[src/hdl/dtkc_pkg.sv]
// shared types, codes and defaults for the digit trie key counter
`timescale 1ns / 1ps
`default_nettype none
package dtkc_pkg;

  // default sizing
  localparam int MAX_NODES_DEF      = 4096;
  localparam int RADIX_DEF          = 10;
  localparam int MAX_KEY_DIGITS_DEF = 16;
  localparam int COUNT_BITS_DEF     = 32;

  // fixed field widths
  localparam int KEY_LEN_W = 5;
  localparam int POS_W     = 5;
  localparam int DIGIT_W   = 4;
  localparam int OUT_CNT_W = 32;
  localparam int APB_AW    = 3;
  localparam int APB_DW    = 32;

  // register map
  localparam logic [APB_AW-1:0]    REG_KEY_LENGTH = 3'd0;
  localparam logic [KEY_LEN_W-1:0] KEY_LEN_RESET  = 5'd14;

  // operation codes
  localparam logic OP_DIGIT = 1'b0;
  localparam logic OP_CLEAR = 1'b1;

  // result status codes
  localparam logic ST_COUNTED   = 1'b0;
  localparam logic ST_POOL_FULL = 1'b1;

  // walker states
  typedef enum logic [2:0] {
    S_IDLE,
    S_LOOK,
    S_ALLOC,
    S_COUNT,
    S_PUT
  } dtkc_state_t;

  // row memory access strobes
  typedef struct packed {
    logic rd_en;
    logic wr_en;
  } dtkc_ram_ctl_t;

endpackage
`default_nettype wire

[src/hdl/dtkc_cfg_regs.sv]
// configuration register file with apb-style access
`timescale 1ns / 1ps
`default_nettype none
module dtkc_cfg_regs (
  input  wire                              clk,
  input  wire                              rst_n,
  input  wire                              psel,
  input  wire                              penable,
  input  wire                              pwrite,
  input  wire  [dtkc_pkg::APB_AW-1:0]      paddr,
  input  wire  [dtkc_pkg::APB_DW-1:0]      pwdata,
  output logic [dtkc_pkg::APB_DW-1:0]      prdata,
  output logic                             pready,
  output logic [dtkc_pkg::KEY_LEN_W-1:0]   key_length
);
  import dtkc_pkg::*;

  logic [KEY_LEN_W-1:0] key_length_r;
  logic [KEY_LEN_W-1:0] key_length_nxt;
  logic                 wr_hit;

  assign pready = 1'b1;
  assign wr_hit = psel && penable && pwrite && (paddr == REG_KEY_LENGTH);

  // register write
  always_comb begin
    key_length_nxt = key_length_r;
    if (wr_hit) begin
      key_length_nxt = pwdata[KEY_LEN_W-1:0];
    end
  end

  always_ff @(posedge clk) begin
    if (!rst_n) begin
      key_length_r <= KEY_LEN_RESET;
    end else begin
      key_length_r <= key_length_nxt;
    end
  end

  // read back
  always_comb begin
    prdata = '0;
    if (paddr == REG_KEY_LENGTH) begin
      prdata = {{(APB_DW-KEY_LEN_W){1'b0}}, key_length_r};
    end
  end

  assign key_length = key_length_r;

endmodule
`default_nettype wire

[config.mk]
export PLATFORM = sky130hd
export DESIGN_NAME = dtkc_cfg_regs
export DESIGN_NICKNAME = d
export VERILOG_FILES = /design/src/hdl/dtkc_pkg.sv /design/src/hdl/dtkc_cfg_regs.sv
export SDC_FILE = /design/constraint.sdc
export NUM_CORES = 1
export LEC_CHECK = 0
export ABC_AREA = 1
export BUFFER_PORTS_ARGS = -buffer_cell sky130_fd_sc_hd__buf_2
export CAP_MARGIN = 20
export CORE_ASPECT_RATIO = 1.5
export CORE_MARGIN = 4
export CORE_UTILIZATION = 25
export CTS_CLUSTER_DIAMETER = 120
export DETAILED_ROUTE_END_ITERATION = 7
export PLACE_DENSITY = 0.74
export SETUP_SLACK_MARGIN = 0.5
export SYNTH_ARGS = -nofsm -noshare
export SYNTH_HDL_FRONTEND = slang
export SYNTH_SLANG_ARGS = --single-unit
[constraint.sdc]
create_clock -name clk -period 0.8 [get_ports clk]
set_clock_uncertainty 0.15 [all_clocks]
set_input_delay 0.08 -clock clk [delete_from_list [all_inputs] [get_ports clk]]
set_output_delay 0.08 -clock clk [all_outputs]
set_load 0.05 [all_outputs]
==> run metrics <==
status finished with violations; failing checks hold timing, setup timing; flop2flop setup slack -60 ps; DRT Pass-1 Iters 2; DRT iter0 DRCs 2; area of the mapped netlist 503 sq um; Via density 3.56; Fin. Hold Viols 5; CP Launch Type flip-flop; Crit. Startpoint key_length[2]; Initial Util 0.268; switching power 483 uW; smallest hold slack -94.7 ps; I/O pins 78; global-route wire length before repair 1330 um; Vert. Die Dim 62.9 um; maxcap violations 0; Distinct cells, synth 13; sw frac 0.488; Post-Place Worst Slack -309 ps; CTS sink cnt 5; count of nets after finishing 146; min-delay worst type in2reg; Post-Route WL 1040 um; Vias 449; GP Congestion 0.633; Arrival @ worst endpoint 860 ps; peak supply drop 0.672 mV; pin count of the biggest net entering global routing 8; worst reg2reg path depth 3; pwr/cell area 1260 nW/um^2; ANT nets after route 0; FP Rows 19; Max Slew Vio Count 0; sequential share of the synthesized area 0.199; fin crit period 1090 ps; layout cell share with drive strength beyond 1 0.505; overall routing resource usage 0.0631; Power Total 988 uW; worst setup path endpoint prdata[2]; combinational share of power 0.471; post-synthesis cell count 73; Worst EP required 570 ps; post-placement cell count 115; final cell area excluding filler cells 787 sq um; Largest register FFs 5; vias in the first global route 364; #FFs+latches synth 5; Num CTS Buffers 3; Clock Path Buffers 2; CTS tree done; Lkg Pwr 0.000420 uW; die area 2810 sq um; DPL Wire Length 903 um; R2R Path End key_length[4]; Die Span X 44.6 um; initial antenna violation count 0; GR Overflow Total 0; Setup crit end kind output pin; critical path class reg2out; port bufs 22; unrepaired setup endpoints after global routing true; sequential share of power 0.246; f_max 915 MHz; dpl cell area 621 sq um; Final WS setup -292 ps; Ys Warns 0; antenna fix cells 0; Clk network pwr share 0.283; Root Buffer clkbuf_4; worst r2r src key_length[4]; Worst-Skew Late Latency 230 ps; WL/cell 8.26 um; part of the cycle the worst path needs 1.37; Layout area overhead 56.5%; DRC 0; Internal Pwr Total 506 uW; core box area 1880 sq um; CTS clk-pin slew, worst paths 40 ps; Post-Syn Area per Cell 6.89 sq um; H-tree Lvls 1; final cell count without fillers 126; final setup fails 15; CP max FO 3
[synth_stat cells, drive strengths merged]
cell / n / area share
buf: 28 / 0.42
dfxtp: 5 / 0.20
conb: 2 / 0.015
o21ai: 3 / 0.030
inv: 10 / 0.075
nor2: 12 / 0.13
nand3: 6 / 0.070
nand2: 7 / 0.067
[power groups by stage]
stage	Sequential (uW)	Clock (uW)	Combinational (uW)
finish	243	280	465
global route	243	301	485
CTS	243	292	457
detailed placement	247	0	435
global placement	246	0	431
floorplan	258	0	470
[final cells by class]
type,count,area [sq um]
flip-flops and latches,5,119
inverters,10,43.8
well taps,21,26.3
repair buffers,30,268
clock buffers,4,26.3
multi-input cells,56,304
fillers,194,1090
[stage by stage]
stage | setup TNS, ps | hold WS, ps | util
finish | -3320 | -94.7 | 0.419
global route | -3900 | -91.9 | 0.419
CTS | -3270 | -99.8 | 0.394
detailed placement | -2950 | 149 | 0.330
global placement | -2690 | 144 | 0.330
floorplan | -901 | 14.0 | -
[cell usage in the layout (no fill, tap or decap), drive strengths merged]
| cell type | count |
|---|---|
| conb | 28 |
| o21ai | 3 |
| nand3 | 6 |
| clkinvlp | 1 |
| nor2 | 12 |
| inv | 9 |
| buf | 30 |
| dfxtp | 5 |
| nand2 | 7 |
| clkbuf | 4 |
[cell families after synthesis]
family,count (synthesis),synth area share
buffers and inverters,38,0.493
and+or+nand+nor,25,0.264
DFF,5,0.199
AOI/OAI and AO/OA,3,0.0298
other,2,0.0149
[critical path, cell delays in order, from the launching register on]
cell	delay (ps)
dfxtp_4	350
inv_2	40
nor2_4	70
buf_6	160
[how the worst min path moves through the flow]
stage,depth (start not counted),slack (ps),to,start
floorplan,1,10,key_length[2],rst_n
global placement,3,140,key_length[3],pwdata[3]
detailed placement,3,150,key_length[2],pwdata[2]
CTS,3,-100,key_length[2],pwdata[2]
global route,3,-90,key_length[1],pwdata[1]
finish,3,-90,key_length[1],pwdata[1]
[repair_timing]
item,in CTS,in global routing
gates resized for setup,20,8
pin swaps,4,2
setup endpoints to repair,15,15
setup buffers,4,3
endpoints found under the hold margin,5,5
[routing by layer]
layer  GRT usage  wire, um  up-vias
met4      0.0340         0        0
met1      0.0691       354      184
met3      0.0173       164        0
met2       0.104       522       39
li1            -         -      226
met5           0         0        -
Power figures use the tool's default switching activity.
