## config.mk

```make
export PLATFORM = sky130hd
export DESIGN_NAME = dtkc_walk_ctrl
export DESIGN_NICKNAME = d
export VERILOG_FILES = /design/src/hdl/dtkc_pkg.sv /design/src/hdl/dtkc_walk_ctrl.sv
export SDC_FILE = /design/constraint.sdc
export NUM_CORES = 1
export LEC_CHECK = 0
export ABC_AREA = 1
export BUFFER_PORTS_ARGS = -buffer_cell sky130_fd_sc_hd__buf_2
export CAP_MARGIN = 20
export CORE_UTILIZATION = 40
export DETAILED_ROUTE_END_ITERATION = 6
export GPL_TIMING_DRIVEN = 0
export PLACE_DENSITY = 0.7
export SYNTH_ARGS = -nofsm -noshare
export SYNTH_HDL_FRONTEND = slang
export SYNTH_SLANG_ARGS = --single-unit
```

## constraint.sdc

```tcl
create_clock -name clk -period 3.6 [get_ports clk]
set_input_delay 0 -clock clk [delete_from_list [all_inputs] [get_ports clk]]
set_output_delay 0 -clock clk [all_outputs]
set_load 0.05 [all_outputs]
```

## src/hdl/dtkc_pkg.sv

```systemverilog
// shared types, codes and defaults for the digit trie key counter
`timescale 1ns / 1ps
`default_nettype none
package dtkc_pkg;

  // default sizing
  localparam int MAX_NODES_DEF      = 4096;
  localparam int RADIX_DEF          = 10;
  localparam int MAX_KEY_DIGITS_DEF = 16;
  localparam int COUNT_BITS_DEF     = 32;

  // fixed field widths
  localparam int KEY_LEN_W = 5;
  localparam int POS_W     = 5;
  localparam int DIGIT_W   = 4;
  localparam int OUT_CNT_W = 32;
  localparam int APB_AW    = 3;
  localparam int APB_DW    = 32;

  // register map
  localparam logic [APB_AW-1:0]    REG_KEY_LENGTH = 3'd0;
  localparam logic [KEY_LEN_W-1:0] KEY_LEN_RESET  = 5'd14;

  // operation codes
  localparam logic OP_DIGIT = 1'b0;
  localparam logic OP_CLEAR = 1'b1;

  // result status codes
  localparam logic ST_COUNTED   = 1'b0;
  localparam logic ST_POOL_FULL = 1'b1;

  // walker states
  typedef enum logic [2:0] {
    S_IDLE,
    S_LOOK,
    S_ALLOC,
    S_COUNT,
    S_PUT
  } dtkc_state_t;

  // row memory access strobes
  typedef struct packed {
    logic rd_en;
    logic wr_en;
  } dtkc_ram_ctl_t;

endpackage
`default_nettype wire

```

## src/hdl/dtkc_walk_ctrl.sv

```systemverilog
// trie walker: reads a node row, follows or allocates a child, updates the leaf count
`timescale 1ns / 1ps
`default_nettype none
module dtkc_walk_ctrl #(
  parameter int MAX_NODES      = 4096,
  parameter int RADIX          = 10,
  parameter int MAX_KEY_DIGITS = 16,
  parameter int COUNT_BITS     = 32,
  parameter int NODE_W         = 12,
  parameter int ROW_W          = 152
) (
  input  wire                               clk,
  input  wire                               rst_n,
  input  wire  [dtkc_pkg::KEY_LEN_W-1:0]    key_length,
  input  wire                               in_valid,
  output logic                              in_ready,
  input  wire                               in_operation,
  input  wire  [dtkc_pkg::DIGIT_W-1:0]      in_digit,
  output logic                              out_valid,
  input  wire                               out_ready,
  output logic [dtkc_pkg::OUT_CNT_W-1:0]    out_previous_count,
  output logic                              out_status,
  output dtkc_pkg::dtkc_ram_ctl_t           ram_ctl,
  output logic [NODE_W-1:0]                 ram_raddr,
  output logic [NODE_W-1:0]                 ram_waddr,
  output logic [ROW_W-1:0]                  ram_wdata,
  input  wire  [ROW_W-1:0]                  ram_rdata
);
  import dtkc_pkg::*;

  localparam int FREE_W = $clog2(MAX_NODES + 1);
  localparam int SLOT_W = $clog2(RADIX);
  localparam logic [FREE_W-1:0]    FREE_LIMIT = FREE_W'(MAX_NODES);
  localparam logic [DIGIT_W:0]     RADIX_L    = (DIGIT_W+1)'(RADIX);
  localparam logic [SLOT_W-1:0]    DIGIT_TOP  = SLOT_W'(RADIX - 1);
  localparam logic [KEY_LEN_W-1:0] LEN_TOP    = KEY_LEN_W'(MAX_KEY_DIGITS);

  // control state
  dtkc_state_t          state_r, state_nxt;
  logic [NODE_W-1:0]    cur_r, cur_nxt;
  logic [POS_W-1:0]     pos_r, pos_nxt;
  logic                 failed_r, failed_nxt;
  logic [FREE_W-1:0]    free_r, free_nxt;
  logic                 root_valid_r, root_valid_nxt;
  logic                 out_valid_r, out_valid_nxt;

  // payload state
  logic [SLOT_W-1:0]     digit_r, digit_nxt;
  logic                  last_r, last_nxt;
  logic [COUNT_BITS-1:0] res_cnt_r, res_cnt_nxt;
  logic                  res_st_r, res_st_nxt;
  logic [OUT_CNT_W-1:0]  out_cnt_r, out_cnt_nxt;
  logic                  out_st_r, out_st_nxt;

  // row views
  logic [COUNT_BITS-1:0]             raw_cnt;
  logic [RADIX-1:0][NODE_W-1:0]      raw_kids;
  logic [RADIX-1:0][NODE_W-1:0]      kids_m;
  logic [RADIX-1:0][NODE_W-1:0]      kids_upd;
  logic [NODE_W-1:0]                 kid;
  logic [COUNT_BITS-1:0]             cnt_inc;
  logic [OUT_CNT_W+COUNT_BITS-1:0]   res_ext;

  // incoming item decode
  logic [SLOT_W-1:0]     dig_sat;
  logic [KEY_LEN_W-1:0]  eff_len;
  logic                  last_now;
  logic [POS_W-1:0]      pos_inc;

  assign {raw_cnt, raw_kids} = ram_rdata;

  // root row counts as empty until first written after reset or clear
  assign kids_m = ((cur_r == '0) && !root_valid_r) ? '0 : raw_kids;
  assign kid    = kids_m[digit_r];

  always_comb begin
    kids_upd          = kids_m;
    kids_upd[digit_r] = free_r[NODE_W-1:0];
  end

  // saturating count increment
  assign cnt_inc = (raw_cnt == '1) ? raw_cnt : raw_cnt + 1'b1;
  assign res_ext = {{OUT_CNT_W{1'b0}}, res_cnt_r};

  // digit clamp and key end detect
  always_comb begin
    dig_sat = in_digit[SLOT_W-1:0];
    if ({1'b0, in_digit} >= RADIX_L) begin
      dig_sat = DIGIT_TOP;
    end
    eff_len = key_length;
    if (key_length == '0) begin
      eff_len = KEY_LEN_W'(1);
    end else if (key_length > LEN_TOP) begin
      eff_len = LEN_TOP;
    end
  end

  assign pos_inc  = pos_r + 1'b1;
  assign last_now = ({1'b0, pos_r} + (POS_W+1)'(1)) >= {1'b0, eff_len};

  // next state and memory strobes
  always_comb begin
    state_nxt      = state_r;
    cur_nxt        = cur_r;
    pos_nxt        = pos_r;
    failed_nxt     = failed_r;
    free_nxt       = free_r;
    root_valid_nxt = root_valid_r;
    digit_nxt      = digit_r;
    last_nxt       = last_r;
    res_cnt_nxt    = res_cnt_r;
    res_st_nxt     = res_st_r;
    out_valid_nxt  = out_valid_r && !out_ready;
    out_cnt_nxt    = out_cnt_r;
    out_st_nxt     = out_st_r;
    ram_ctl        = '0;
    ram_raddr      = cur_r;
    ram_waddr      = cur_r;
    ram_wdata      = '0;

    case (state_r)
      S_IDLE: begin
        if (in_valid) begin
          if (in_operation == OP_CLEAR) begin
            // drop every node, restart the pool
            free_nxt       = FREE_W'(1);
            cur_nxt        = '0;
            pos_nxt        = '0;
            failed_nxt     = 1'b0;
            root_valid_nxt = 1'b0;
          end else begin
            digit_nxt = dig_sat;
            last_nxt  = last_now;
            if (failed_r) begin
              // key already lost, just consume digits
              if (last_now) begin
                res_cnt_nxt = '0;
                res_st_nxt  = ST_POOL_FULL;
                cur_nxt     = '0;
                pos_nxt     = '0;
                failed_nxt  = 1'b0;
                state_nxt   = S_PUT;
              end else begin
                pos_nxt = pos_inc;
              end
            end else begin
              ram_ctl.rd_en = 1'b1;
              state_nxt     = S_LOOK;
            end
          end
        end
      end

      S_LOOK: begin
        if (kid != '0) begin
          // child exists
          cur_nxt = kid;
          if (last_r) begin
            ram_ctl.rd_en = 1'b1;
            ram_raddr     = kid;
            state_nxt     = S_COUNT;
          end else begin
            pos_nxt   = pos_inc;
            state_nxt = S_IDLE;
          end
        end else if (free_r < FREE_LIMIT) begin
          // link a fresh node into the parent row
          ram_ctl.wr_en = 1'b1;
          ram_wdata     = {raw_cnt, kids_upd};
          if (cur_r == '0) begin
            root_valid_nxt = 1'b1;
          end
          cur_nxt   = free_r[NODE_W-1:0];
          free_nxt  = free_r + 1'b1;
          state_nxt = S_ALLOC;
        end else begin
          // pool exhausted
          if (last_r) begin
            res_cnt_nxt = '0;
            res_st_nxt  = ST_POOL_FULL;
            cur_nxt     = '0;
            pos_nxt     = '0;
            failed_nxt  = 1'b0;
            state_nxt   = S_PUT;
          end else begin
            failed_nxt = 1'b1;
            pos_nxt    = pos_inc;
            state_nxt  = S_IDLE;
          end
        end
      end

      S_ALLOC: begin
        // fresh row: no children, count zero, or one if it ends the key
        ram_ctl.wr_en = 1'b1;
        ram_wdata     = {{{(COUNT_BITS-1){1'b0}}, last_r}, {(RADIX*NODE_W){1'b0}}};
        if (last_r) begin
          res_cnt_nxt = '0;
          res_st_nxt  = ST_COUNTED;
          cur_nxt     = '0;
          pos_nxt     = '0;
          failed_nxt  = 1'b0;
          state_nxt   = S_PUT;
        end else begin
          pos_nxt   = pos_inc;
          state_nxt = S_IDLE;
        end
      end

      S_COUNT: begin
        // leaf row read back, bump its count
        ram_ctl.wr_en = 1'b1;
        ram_wdata     = {cnt_inc, raw_kids};
        res_cnt_nxt   = raw_cnt;
        res_st_nxt    = ST_COUNTED;
        cur_nxt       = '0;
        pos_nxt       = '0;
        failed_nxt    = 1'b0;
        state_nxt     = S_PUT;
      end

      S_PUT: begin
        if (!out_valid_r || out_ready) begin
          out_valid_nxt = 1'b1;
          out_cnt_nxt   = res_ext[OUT_CNT_W-1:0];
          out_st_nxt    = res_st_r;
          state_nxt     = S_IDLE;
        end
      end

      default: begin
        state_nxt = S_IDLE;
      end
    endcase
  end

  // control registers
  always_ff @(posedge clk) begin
    if (!rst_n) begin
      state_r      <= S_IDLE;
      cur_r        <= '0;
      pos_r        <= '0;
      failed_r     <= 1'b0;
      free_r       <= FREE_W'(1);
      root_valid_r <= 1'b0;
      out_valid_r  <= 1'b0;
    end else begin
      state_r      <= state_nxt;
      cur_r        <= cur_nxt;
      pos_r        <= pos_nxt;
      failed_r     <= failed_nxt;
      free_r       <= free_nxt;
      root_valid_r <= root_valid_nxt;
      out_valid_r  <= out_valid_nxt;
    end
  end

  // payload registers
  always_ff @(posedge clk) begin
    digit_r   <= digit_nxt;
    last_r    <= last_nxt;
    res_cnt_r <= res_cnt_nxt;
    res_st_r  <= res_st_nxt;
    out_cnt_r <= out_cnt_nxt;
    out_st_r  <= out_st_nxt;
  end

  assign in_ready           = (state_r == S_IDLE);
  assign out_valid          = out_valid_r;
  assign out_previous_count = out_cnt_r;
  assign out_status         = out_st_r;

endmodule
`default_nettype wire

```

==> parameters.txt, run 1 <==
Parameter                              Value

Global route
  Maximum number of pins on one net before global-route repair ... 34
  GRT overflow ... 0
  Total routing resource utilization after global routing ... 44.2%
  Global-route wire length before repair ... 84,100 um
  Antenna violations before repair ... 9
  Via count of the first global-routing pass ... 13,300

Power
  Internal portion of total power ... 3.80 mW
  Fraction of power spent switching nets ... 54.7%
  Maximum ir drop on the vdd rail ... approximately 0.33 mV
  Switching power ... 4.59 mW
  Share of total power in the clock network ... 13.1%
  P_leak ... 6.16 nW
  Power share of the combinational group ... 69.6%
  Cell Pwr Density ... 586 nW/um2
  Total power ... 8.40 mW
  Portion of total power attributed to sequential cells ... 17.3%

Hold path
  Worst Hold Path EP ... res_cnt_r[4]
  Hold Startpoint ... ram_rdata[124]
  Number of cells traversed by the worst hold path ... 3
  Min-Delay Path Class ... input port to flip-flop

Setup path
  Critical path capture point type ... primary output
  Dominant delay contributor by cell family on the critical path ... simple AND/OR/NAND/NOR gates
  Largest fanout on the critical path ... 6
  Slack of the worst reg-to-reg path ... 40 ps
  List of cells traversed by the critical path ... nor2_4 -> nand2_2 -> nor2_4 -> nand3_4 -> buf_8 -> buf_12 -> nand3_4 -> nand4_1 -> nor2_2 -> nand2_1 -> nor2_1 -> nand2_1 -> nor2_4 -> nand3_4 -> buf_12 -> buf_12 -> buf_12 -> o22ai_1 -> buf_4
  Critical R2R Launch ... ram_waddr[10]
  Cell mode on critical path ... buf_12
  Largest stage delay, worst path ... 370 ps
  Endpoint of the lowest-slack register-to-register path ... res_cnt_r[14]
  Kind of critical path ... flip-flop to primary output
  Number of buffers and inverters on the critical path ... 6
  Cell count of the worst reg-to-reg path ... 19
  Worst Setup Start Kind ... flip-flop
  Crit path arrival time ... 3680 ps
  Required time at the worst-slack endpoint ... 3600 ps
  Highest-delay cell along the critical path ... dfxtp_4

Placed design
  Post-placement cell area ... 12,200 um2
  Routability cong. ... 1.03
  Port Buffer Count ... approximately 380
  Detailed Place HPWL ... roughly 45,000 um

STA
  Slew at the pin closest to its max-slew limit ... 1120 ps
  Total count of max-transition violations in the final report ... 0
  Final setup vio count ... 56
  Final hold vios ... 0
  Tightest hold margin ... 17.2 ps
  Worst setup margin ... -77.1 ps
  RSZ-0062 raised after global routing ... true
  Headroom to the max-slew limit ... between 20% and 30%
  Period Utilization, post-route ... 102%
  Period minus WS final ... 3680 ps
  Max Fclk ... about 270 MHz
  Clock skew ... 10.8 ps

Clocking
  Cts bufs inserted ... 9
  Sink count of the clock tree ... 107
  Buffers from clock root to sink, at most ... 2
  H-tree level count ... 3
  Clock tree from TritonCTS ... built
  Clock Latency Late Sink ... 360 ps
  Library cell used as clock root buffer ... clkbuf_16
  Clock slew at reported path FFs ... 80 ps

Drt
  DRC violation count after routing ... 0
  DR pass1 iterations ... 6
  Post-DR wirelength/cell ... between 20 and 25 um
  Post-DRT Antenna Nets ... 0
  Vias ... 14,700
  Detail-routed via count per cell ... 6.13
  DRC marker count from the first detailed-route iteration ... 2,138
  Detailed Route WL ... 58,400 um

Yosys
  Post-synthesis average cell area ... 6.18 um2
  Leading post-synthesis cells by cell area ... edfxtp_1 22%, nand2_1 13%, o21ai_0 9.6%, nor2_1 8.4%, nand3_1 8.3%
  Unique masters post-synth ... 40
  Area fraction of the dominant cell type after synthesis ... between 20 and 25%
  Synthesized area ... 9870 um2
  Syn_nets ... 1,770
  Async S/R FF share, synth ... 0%
  EDFF count, synth ... 71
  Most common library cells after synthesis ... 338 x nand2_1, 220 x nor2_1, 189 x o21ai_0
  Total of flip-flops plus latches after synthesis ... 107
  Dominant cell by count in the synthesized netlist ... nand2_1
  Sequential share of the synthesized area ... 28.9%
  Synth warnings ... 0
  Largest area contributor in the synthesized netlist ... edfxtp_1
  Top flip-flop cell by instance count after synthesis ... edfxtp_1
  Cells after synthesis ... roughly 1,600

Layout
  Area grow syn2layout ... 45.3%
  Sequential cell area ... slightly below 3000 um2
  Fraction of final layout cells sized beyond drive strength 1 ... 30.5%
  Final design area excluding fillers ... around 14,000 um2
  Area of combinational cells with multiple inputs ... roughly 6600 um2
  Total of fill cells in the finished design ... about 2,400
  # nets final ... 2,229

Die
  Chip Height ... 159 um
  Floorplan die area ... 25,300 um2
  Area of the placeable core ... 24,200 um2
  Std-Cell Rows ... 57
  I/O pins ... 379
  Starting Density ... 40.7%
  Die span in x ... 159 um

Flow run
  Number of max-capacitance violations reported ... 0

Run status
  Violated checks ... setup timing
  Outcome ... complete, but fails checks
==> worst register-to-register path: stages (launching register included) <==
cell and delay, ps:
dfxtp_4 370, nor2_4 120, nand2_2 100, nor2_4 160
nand3_4 120, buf_8 170, buf_12 140, nand3_4 70
nand4_1 250, nor2_2 250, nand2_1 110, nor2_1 100
nand2_1 90, nor2_4 200, nand2_4 80, buf_4 160
nand2_2 100, nand2_1 290, nor2_4 230, buf_12 180
==> worst max-delay path by stage <==
stage / startpoint / to / slack, ps / cells past startpoint
finish: ram_waddr[10] / ram_wdata[150] / -80 / 19
floorplan: ram_waddr[10] / ram_wdata[106] / 40 / 17
CTS: ram_waddr[2] / ram_wdata[146] / -40 / 19
global placement: digit_r[2] / res_cnt_r[29] / -960 / 15
detailed placement: digit_r[1] / ram_wdata[74] / -860 / 15
global route: ram_waddr[10] / ram_wdata[139] / -90 / 19
==> flip-flops by register name (all words and copies together), names as in the netlist, 3 cells and up <==
register	flops
free_r	13
pos_r	5
digit_r	4
out_previous_count	32
ram_waddr	12
state_r	3
res_cnt_r	32
==> layout by cell type (no fill, tap or decap), types with 20 or more instances in the layout <==
master	n
nand4_1	25
o21ai_0	118
a31oi_1	74
nor2_4	25
inv_1	123
nand2_1	325
xor2_1	27
nor3_1	22
o21ai_1	78
nand3_1	152
o21ai_2	20
nor2_1	194
buf_2	258
dfxtp_1	25
edfxtp_1	71
a21oi_1	53
clkbuf_1	65
buf_4	167
buf_6	30
a22o_1	27
==> cells by family (layout without fill, tap and decap cells) <==
logic type | after synthesis | after routing | synth area share (%)
other cells | 0 | 6 | 0
xor+xnor | 27 | 27 | 2.40
buf+inv | 252 | 715 | 10.1
simple gates | 787 | 788 | 33.7
compound gates | 415 | 415 | 23.9
flops | 107 | 107 | 28.9
fa+ha+maj | 8 | 8 | 1.01
==> layer usage <==
| metal | GRT usage, % | wire (um) | part of all wire [%] |
|---|---|---|---|
| met1 | 58.5 | 22600 | 39 |
| met5 | 0 | 41 | 0.070 |
| met4 | 24.5 | 3570 | 6.1 |
| met3 | 8.62 | 6770 | 12 |
| met2 | 67.7 | 25400 | 43 |
==> through the flow <==
step	util [%]	setup TNS (ps)	setup slack [ps]	std cells
2_1_floorplan	-	0	35.6	1596
3_3_place_gp	50.2	-99740	-963	2298
3_5_place_dp	50.2	-79840	-858	2299
4_1_cts	56.5	-72.8	-36.6	2364
5_1_grt	59.1	-1940	-94.1	2390
6_report	59.1	-1360	-77.1	2390
==> area by class of cell <==
cell class	instances	area share (%)
inverter	140	3.72
clock buffer	9	1.57
tap	324	2.83
timing repair buffer	447	20.3
antenna	6	0.105
clock inverter	7	0.716
sequential	107	20.1
multi-input combinational	1238	46.1
buffer	112	4.60
==> power groups by stage <==
stage / combinational [mW] / sequential, mW / clock [mW]
6_report: 5.84 / 1.46 / 1.10
5_1_grt: 6.07 / 1.46 / 1.12
4_1_cts: 5.27 / 1.45 / 1.09
3_5_place_dp: 4.45 / 1.48 / 0
3_3_place_gp: 4.43 / 1.48 / 0
2_1_floorplan: 2.85 / 1.52 / 0
==> timing repair <==
| item | CTS | global route |
|---|---|---|
| pin swaps | 20 | 25 |
| hold endpoints to repair | 10 | 0 |
| buffers inserted | 37 | 21 |
| hold buffers | 8 | 0 |
| gates resized for setup | 284 | 196 |
| setup endpoints to repair | 204 | 198 |
| gates cloned | 4 | 0 |
(Power assumes the default switching activity.)
==> run 2, diff against run 1 <==
--- a/config.mk
+++ b/config.mk
@@ -11,6 +11,7 @@
 export CORE_UTILIZATION = 40
 export DETAILED_ROUTE_END_ITERATION = 6
 export GPL_TIMING_DRIVEN = 0
+export MAX_ROUTING_LAYER = met4
 export PLACE_DENSITY = 0.7
 export SYNTH_ARGS = -nofsm -noshare
 export SYNTH_HDL_FRONTEND = slang
==> parameters.txt, run 2 (synthesis results as in run 1) <==
Parameter                              Value

Layout
  Fin cells ... 2,372 (was 2,390)
  Leading cell type in the layout, fill and taps excluded ... nand2_1 (unchanged)
  Most frequent cells in the layout ... 325 x nand2_1, 238 x buf_2, 196 x nor2_1 (was 325 x nand2_1, 258 x buf_2, 194 x nor2_1)
  Fraction of final layout cells sized beyond drive strength 1 ... 32.6% (was 30.5%)
  Area of combinational cells with multiple inputs ... 6920 um2 (was 6610 um2)
  Area grow syn2layout ... 52.2% (was 45.3%)
  Total of fill cells in the finished design ... 2,253 (was 2,366)
  Sequential cell area ... 2870 um2 (was 2880 um2)
  # nets final ... 2,209 (was 2,229)

Drt
  Post-DR wirelength/cell ... 25.3 um (was 24.4 um)
  Post-DRT Antenna Nets ... 0 (unchanged)
  Vias ... 14,800 (was 14,700)
  Detailed Route WL ... 60,000 um (was 58,400 um)
  DRC violation count after routing ... 0 (unchanged)
  DRC marker count from the first detailed-route iteration ... 2,032 (was 2,138)
  Detail-routed via count per cell ... 6.23 (was 6.13)
  DR pass1 iterations ... 7 (was 6)

Global route
  Total routing resource utilization after global routing ... 45.6% (was 44.2%)
  Via count of the first global-routing pass ... 13,200 (was 13,300)
  Maximum number of pins on one net before global-route repair ... 34 (unchanged)
  Antenna violations before repair ... 9 (unchanged)
  GRT overflow ... 0 (unchanged)
  Global-route wire length before repair ... 83,700 um (was 84,100 um)

Flow run
  Number of max-capacitance violations reported ... 0 (unchanged)

Setup path
  Required time at the worst-slack endpoint ... 3600 ps (about the same)
  Highest-delay cell along the critical path ... edfxtp_1 (was dfxtp_4)
  Crit path arrival time ... 3660 ps (was 3680 ps)
  Largest stage delay, worst path ... 540 ps (was 370 ps)
  Critical path capture point type ... primary output (unchanged)
  Dominant delay contributor by cell family on the critical path ... simple AND/OR/NAND/NOR gates (unchanged)
  Critical R2R Launch ... digit_r[1] (was ram_waddr[10])
  Endpoint of the lowest-slack register-to-register path ... ram_waddr[4] (was res_cnt_r[14])
  Cell count of the worst reg-to-reg path ... 17 (was 19)
  Kind of critical path ... flip-flop to primary output (unchanged)
  Critical path origin ... digit_r[1] (was ram_waddr[10])
  List of cells traversed by the critical path ... nand2_4 -> clkinvlp_4 -> buf_2 -> nand3_1 -> nand2_1 -> nand2_1 -> nand3b_1 -> nor2_4 -> nand3_2 -> nor2_4 -> nand3_4 -> buf_12 -> o31ai_1 -> buf_4 (was nor2_4 -> nand2_2 -> nor2_4 -> nand3_4 -> buf_8 -> buf_12 -> nand3_4 -> nand4_1 -> nor2_2 -> nand2_1 -> nor2_1 -> nand2_1 -> nor2_4 -> nand3_4 -> buf_12 -> buf_12 -> buf_12 -> o22ai_1 -> buf_4)
  Worst Setup Start Kind ... flip-flop (unchanged)
  Largest fanout on the critical path ... 10 (was 6)
  Slack of the worst reg-to-reg path ... 10 ps (was 40 ps)
  Number of buffers and inverters on the critical path ... 4 (was 6)

Power
  Total power ... 8.72 mW (was 8.40 mW)
  Maximum ir drop on the vdd rail ... 0.378 mV (was 0.335 mV)
  Cell Pwr Density ... 581 nW/um2 (was 586 nW/um2)
  P_leak ... 6.31 nW (was 6.16 nW)

Hold path
  Worst Hold Path EP ... res_cnt_r[28] (was res_cnt_r[4])
  Number of cells traversed by the worst hold path ... 3 (unchanged)
  Min-Delay Path Class ... input port to flip-flop (unchanged)
  Hold Startpoint ... ram_rdata[148] (was ram_rdata[124])

STA
  Max Fclk ... 273 MHz (was 272 MHz)
  Headroom to the max-slew limit ... 17.3% (was 25.3%)
  Period Utilization, post-route ... 102% (about the same)
  Final setup vio count ... 25 (was 56)
  Final hold vios ... 0 (unchanged)
  Period minus WS final ... 3660 ps (was 3680 ps)
  Worst setup margin ... -56.4 ps (was -77.1 ps)
  Total count of max-transition violations in the final report ... 0 (unchanged)
  Clock skew ... 15.8 ps (was 10.8 ps)
  Slew at the pin closest to its max-slew limit ... 1240 ps (was 1120 ps)
  RSZ-0062 raised after global routing ... true (unchanged)

Placed design
  Detailed Place HPWL ... 45,400 um (was 45,000 um)
  Port Buffer Count ... 378 (unchanged)
  Number of placed instances with taps included ... 2,299 (unchanged)
  Routability cong. ... 1.03 (about the same)

Die
  Std-Cell Rows ... 57 (unchanged)
  Area of the placeable core ... 24,200 um2 (unchanged)
  I/O pins ... 379 (unchanged)
  Chip Height ... 159 um (unchanged)
  Floorplan die area ... 25,300 um2 (unchanged)
  Starting Density ... 40.7% (unchanged)
  Die span in x ... 159 um (unchanged)

Clocking
  Buffers from clock root to sink, at most ... 2 (unchanged)
  Clock slew at reported path FFs ... 90 ps (was 80 ps)
  Sink count of the clock tree ... 107 (unchanged)
  Clock Latency Late Sink ... 360 ps (about the same)
  Clock tree from TritonCTS ... built (unchanged)
  Library cell used as clock root buffer ... clkbuf_16 (unchanged)
  Cts bufs inserted ... 9 (unchanged)
  H-tree level count ... 3 (unchanged)

Run status
  Violated checks ... setup timing (unchanged)
  Outcome ... complete, but fails checks (unchanged)
==> run 2: worst max path at each step <==
stage                          end  slack [ps]  depth (start not counted)
floorplan           ram_wdata[106]          40                         17
global placement     res_cnt_r[27]        -940                         17
detailed placement   ram_wdata[74]        -850                         15
CTS                 ram_wdata[118]         -40                         17
global route        ram_wdata[139]         -80                         18
finish               ram_wdata[94]         -60                         14
==> run 2: layout make-up <==
cell class                 instances  share of cell area, %
antenna                            8                  0.133
buffer                           112                   5.08
clock buffer                       9                   1.50
clock inverter                     7                  0.683
inverter                         140                   3.57
multi-input combinational       1238                   46.1
sequential                       107                   19.1
tap                              324                   2.70
timing repair buffer             427                   21.1
==> run 2: layer usage <==
layer	GRT usage [%]	wire, um	up-vias
met5	-	0	-
met4	24.0	4230	0
met3	9.04	7170	287
met2	68.1	25700	1213
met1	58.0	22900	6921
li1	-	-	6363
==> run 2: per-stage QoR <==
| step | util, % | setup TNS (ps) | hold WS (ps) | instance area [um2] | worst slack (ps) |
|---|---|---|---|---|---|
| 6_report | 61.9 | -576 | 23.7 | 15000 | -56.4 |
| 3_3_place_gp | 50.2 | -90440 | 267 | 12200 | -939 |
| 3_5_place_dp | 50.2 | -72310 | 263 | 12200 | -855 |
| 5_1_grt | 61.9 | -940 | 40.9 | 15000 | -80.6 |
| 4_1_cts | 56.7 | -158 | 17.3 | 13700 | -36.4 |
| 2_1_floorplan | - | 0 | 98.6 | 9870 | 35.6 |
==> run 2: timing repair <==
action | in CTS | in global routing
pin swaps | 8 | 28
hold buffers | 8 | 0
setup buffers | 7 | 27
setup endpoints to repair | 201 | 207
resized for setup | 396 | 284
cloned | 1 | 6
hold endpoints to repair | 10 | 0
==> run 2: power by group <==
part | leakage, nW | internal, mW | switching [mW]
registers | 0.945 | 1.39 | 0.0686
clock network | 0.160 | 0.568 | 0.536
logic | 5.20 | 1.97 | 4.19
total | 6.31 | 3.92 | 4.80
==> run 2: worst reg2reg max path, stage by stage (launching register included) <==
cell        delay, ps
edfxtp_1          540
nand2_4           220
clkinvlp_4        210
buf_2             260
nand3_1           110
nand2_1            60
nand2_1            50
nand3b_1          190
nor2_4            250
nand3_2           120
nor2_4            190
buf_12            140
nand2_4            50
buf_4             150
buf_4             160
clkbuf_1          210
o21ai_0           380
a31oi_1           160
